`config.mk`:
```
export PLATFORM = sky130hd
export DESIGN_NAME = vra_entry_check
export DESIGN_NICKNAME = d
export VERILOG_FILES = /design/src/design/vra_pkg.sv /design/src/design/vra_entry_check.sv
export SDC_FILE = /design/constraint.sdc
export NUM_CORES = 1
export LEC_CHECK = 0
export BUFFER_PORTS_ARGS = -buffer_cell sky130_fd_sc_hd__buf_2
export CAP_MARGIN = 20
export CORE_AREA = 2 2 175 177
export DETAILED_ROUTE_END_ITERATION = 8
export DIE_AREA = 0 0 177 179
export PLACE_DENSITY = 0.66
export SLEW_MARGIN = 10
export SYNTH_ARGS = -nofsm -noshare
export SYNTH_HDL_FRONTEND = slang
export SYNTH_SLANG_ARGS = --single-unit
export TNS_END_PERCENT = 5
```
`constraint.sdc`:
```
create_clock -name vclk -period 7.3
set_input_delay 0.73 -clock vclk [all_inputs]
set_output_delay 0.73 -clock vclk [all_outputs]
set_load 0.03 [all_outputs]
```
`src/design/vra_pkg.sv`:
```
package vra_pkg;

   localparam int ADDR_W          = 48;
   localparam int LEN_W           = 34;
   localparam int OUT_W           = 3;
   localparam int CSR_INDEX_W     = 2;
   localparam int RANGE_SLOTS_DEF = 64;
   localparam int PAGE_BYTES      = 4096;
   localparam int PAGE_SHIFT      = $clog2(PAGE_BYTES);

   localparam logic [ADDR_W-1:0] AREA_BASE_RST = 48'h0001_0000_0000;
   localparam logic [ADDR_W-1:0] AREA_END_RST  = 48'h0002_0000_0000;

   typedef enum logic {
      KIND_RESERVE = 1'b0,
      KIND_RELEASE = 1'b1
   } kind_type;

   typedef enum logic [OUT_W-1:0] {
      OUT_RESERVED = 3'd0,
      OUT_NO_SPACE = 3'd1,
      OUT_MERGED   = 3'd2,
      OUT_APPENDED = 3'd3,
      OUT_LEAKED   = 3'd4
   } outcome_type;

   typedef enum logic [CSR_INDEX_W-1:0] {
      CSR_AREA_BASE = 2'd0,
      CSR_AREA_END  = 2'd1
   } csr_index_type;

   typedef struct packed {
      logic [ADDR_W-1:0] start;
      logic [ADDR_W-1:0] length;
   } range_type;

   // verdict on one table entry for the request in flight
   typedef struct packed {
      logic      hit;
      logic      empties;
      range_type updated;
   } check_type;

endpackage

```
`src/design/vra_entry_check.sv`:
```
module vra_entry_check (
   input  vra_pkg::range_type           entry,
   input  logic                         kind,
   input  logic [vra_pkg::ADDR_W-1:0]   span,
   input  logic [vra_pkg::ADDR_W-1:0]   addr,
   input  logic [vra_pkg::ADDR_W-1:0]   after,
   output vra_pkg::check_type           chk
);

   logic                       fits;
   logic                       front;
   logic                       back;
   logic [vra_pkg::ADDR_W-1:0] entry_end;

   assign fits      = entry.length >= span;
   assign entry_end = entry.start + entry.length;
   assign front     = entry.start == after;
   assign back      = entry_end == addr;

   always_comb begin
      if (kind == vra_pkg::KIND_RESERVE) begin
         // carve the span off the front of the range
         chk.hit            = fits;
         chk.empties        = entry.length == span;
         chk.updated.start  = entry.start + span;
         chk.updated.length = entry.length - span;
      end else begin
         // front match takes priority over a back match on the same entry
         chk.hit            = front || back;
         chk.empties        = 1'b0;
         chk.updated.start  = front ? addr : entry.start;
         chk.updated.length = entry.length + span;
      end
   end

endmodule

```
==> metrics.md <==
| Metric | Value |
|---|---|
| Fin Hold WS | 1.95 ns |
| Synth Area in XOR/XNOR | 0.128 |
| Antenna-violating nets left | 0 |
| Largest stage delay on the critical path | 0.49 ns |
| Hold path start | addr[40] |
| WHS Path Cells | 4 |
| Sw Pwr | 1.17 mW |
| Clk pwr share | 0 |
| RSZ-0062 raised after global routing | false |
| CP bufs+invs | 3 |
| Starting DRT DRC Count | 1697 |
| Pwr dens | 115 nW/um^2 |
| Post-synthesis mux area share | 0.0467 |
| Combinational share of power | 1.000 |
| Post-CTS Hold Fix Bufs | 0 |
| Place WS | 1.91 ns |
| Final routed DRC violation total | 0 |
| Fin worst setup slack | 1.76 ns |
| Fin crit period | 5.54 ns |
| Cell variety after synth | 99 |
| CP endpoint kind | output pin |
| Die ar. | 31700 um^2 |
| Seq pwr share | 0 |
| WL final | 69.4 mm |
| PortBufs | 339 |
| Sw Ratio | 0.674 |
| Pint | 0.568 mW |
| Fillers | 3232 |
| Seq cells | 0 |
| DR WL/cell | 26.3 um |
| Max cap viols | 0 |
| Largest net degree at the start of global routing | 62 |
| Max Slew Vio Count | 0 |
| Critical Path RT | 6.57 ns |
| Worst Tran Pin Value | 1.27 ns |
| Final instance area | 15100 um^2 |
| Tot GR Track Use | 0.417 |
| # rows | 64 |
| GP Congestion | 1.09 |
| Synth Area in Simple Gates | 0.216 |
| Post-cts repair resize count | 0 |
| HP Class | in -> out |
| Syn Area/Cell | 6.70 um^2 |
| Mapped Nets | 2411 |
| Total grt overflow | 0 |
| Startpoint Class | input port |
| FF/Latch Area | 0 um^2 |
| Relative slew slack | 0.147 |
| Synthesis-to-finish area growth | 14.1% |
| Main combinational cell family by area after synthesis | compound AO/OA/AOI/OAI gates |
| Die Y | 179 um |
| DPL Wire Length | 59.8 mm |
| Setup bufs post-CTS | 0 |
| Initial Utilization | 0.441 |
| Post-Synthesis Cells | 1977 |
| Final-layout clock buffer total | 0 |
| Vias | 17298 |
| Crit path DAT | 4.81 ns |
| Most used cell along the critical path | a21oi_1 |
| VDD IR-drop max | 0.0864 mV |
| Leakage power | 6.86 nW |
| # setup viols final | 0 |
| Pre-Repair DR Iteration Count | 6 |
| Max Freq | 0.181 GHz |
| Final worst-path cycle share | 0.759 |
| Layout cells sized above 1 | 0.180 |
| Core area | 30000 um^2 |
| Critical path class | in -> out |
| Cells along the critical path | buf_2 -> inv_1 -> ha_1 -> nor2b_1 -> o311ai_0 -> a21oi_1 -> a221oi_2 -> o221ai_1 -> a21oi_1 -> o31ai_1 -> nor4b_2 -> a21oi_1 -> o32a_1 -> xor2_1 -> buf_2 |
| Seq/Total Area, Yosys | 0 |
| Die span in x | 177 um |
| Family with the most delay on the worst path | compound AO/OA/AOI/OAI gates |
| Status | finished clean |
| CP Max Fanout | 4 |
| Warnings from Yosys | 0 |
| Hold path endpoint | chk[88] |
| Final Hold Fails | 0 |
| Vias in the first global route | 15995 |
| Initial antenna violation count | 5 |
| Placed cell area | 15100 um^2 |
| Slowest CP cell | nor4b_2 |
| Synth Area in Compound Gates | 0.358 |
| Netlist Area Pre-Place | 13200 um^2 |
| Fin util | 0.503 |
| Sum Neg Setup Slack | 0 ns |
| # nets final | 2674 |
| First-pass GRT wire length | 99.8 mm |
| Post-synthesis adder-cell area fraction | 0.185 |
| DR vias/cell | 6.56 |
| I/O pin count | 339 |
[power by group through the flow]
stage | combinational, mW | sequential (mW) | clock (mW)
floorplan | 1.12 | 0 | 0
global placement | 1.68 | 0 | 0
detailed placement | 1.68 | 0 | 0
CTS | 1.69 | 0 | 0
global route | 1.84 | 0 | 0
finish | 1.74 | 0 | 0.0000000183
[cell families after synthesis]
logic type | Yosys count
AOI/OAI and AO/OA | 735
and+or+nand+nor | 573
buffers and inverters | 224
adders and majority gates | 193
xor gates and xnor gates | 192
muxes | 60
[placed cells by master (no fill, tap or decap), types with 24 or more instances in the layout]
cell type  instances
a21o_1            58
a21oi_1          249
a31oi_1           25
buf_2            338
ha_1             189
inv_1            135
mux2i_1           46
nand2_1          131
nand3_1           37
nand4_1           49
nor2_1           168
nor3_1            34
nor4_1            31
o211ai_1          24
o21ai_0          137
o21bai_1          36
xnor2_1           98
xor2_1            93
[synthesized netlist by cell type (all sizes together), types with 46 or more instances]
cell type / instances / area [um^2]
a21oi: 254 / 1290
ha: 189 / 2360
nor2: 168 / 631
o21ai: 149 / 757
inv: 137 / 514
nand2: 134 / 510
xnor2: 98 / 858
xor2: 94 / 831
a21o: 58 / 435
clkbuf: 49 / 186
nand4: 49 / 307
mux2i: 46 / 460
[worst max-delay path by stage]
stage / start / cells after the start / end
after global routing: entry[0] / 14 / chk[97]
after detailed placement: entry[0] / 14 / chk[97]
after floorplan: span[14] / 13 / chk[40]
after global placement: span[1] / 15 / chk[45]
after CTS: entry[0] / 14 / chk[97]
final: span[1] / 15 / chk[45]
[layer usage]
metal  up-vias  part of all wire  track usage
li1       7860                 -            -
met1      8007              0.39        0.514
met2      1173              0.44        0.688
met5         -           0.00061            0
met4         8             0.074        0.251
met3       250             0.095       0.0577
[area by class of cell]
class | count | area [um^2] | area share
inverters | 140 | 526 | 0.0348
well taps | 396 | 495 | 0.0328
diodes | 1 | 2.50 | 0.000166
repair buffers | 345 | 1740 | 0.115
multi-input cells | 1753 | 12400 | 0.817
[metrics by stage]
| step | total power [mW] | std cells |
|---|---|---|
| floorplan | 1.12 | 1977 |
| global placement | 1.68 | 2633 |
| detailed placement | 1.68 | 2634 |
| CTS | 1.69 | 2634 |
| global route | 1.84 | 2634 |
| finish | 1.74 | 2635 |
(Power assumes the default switching activity.)
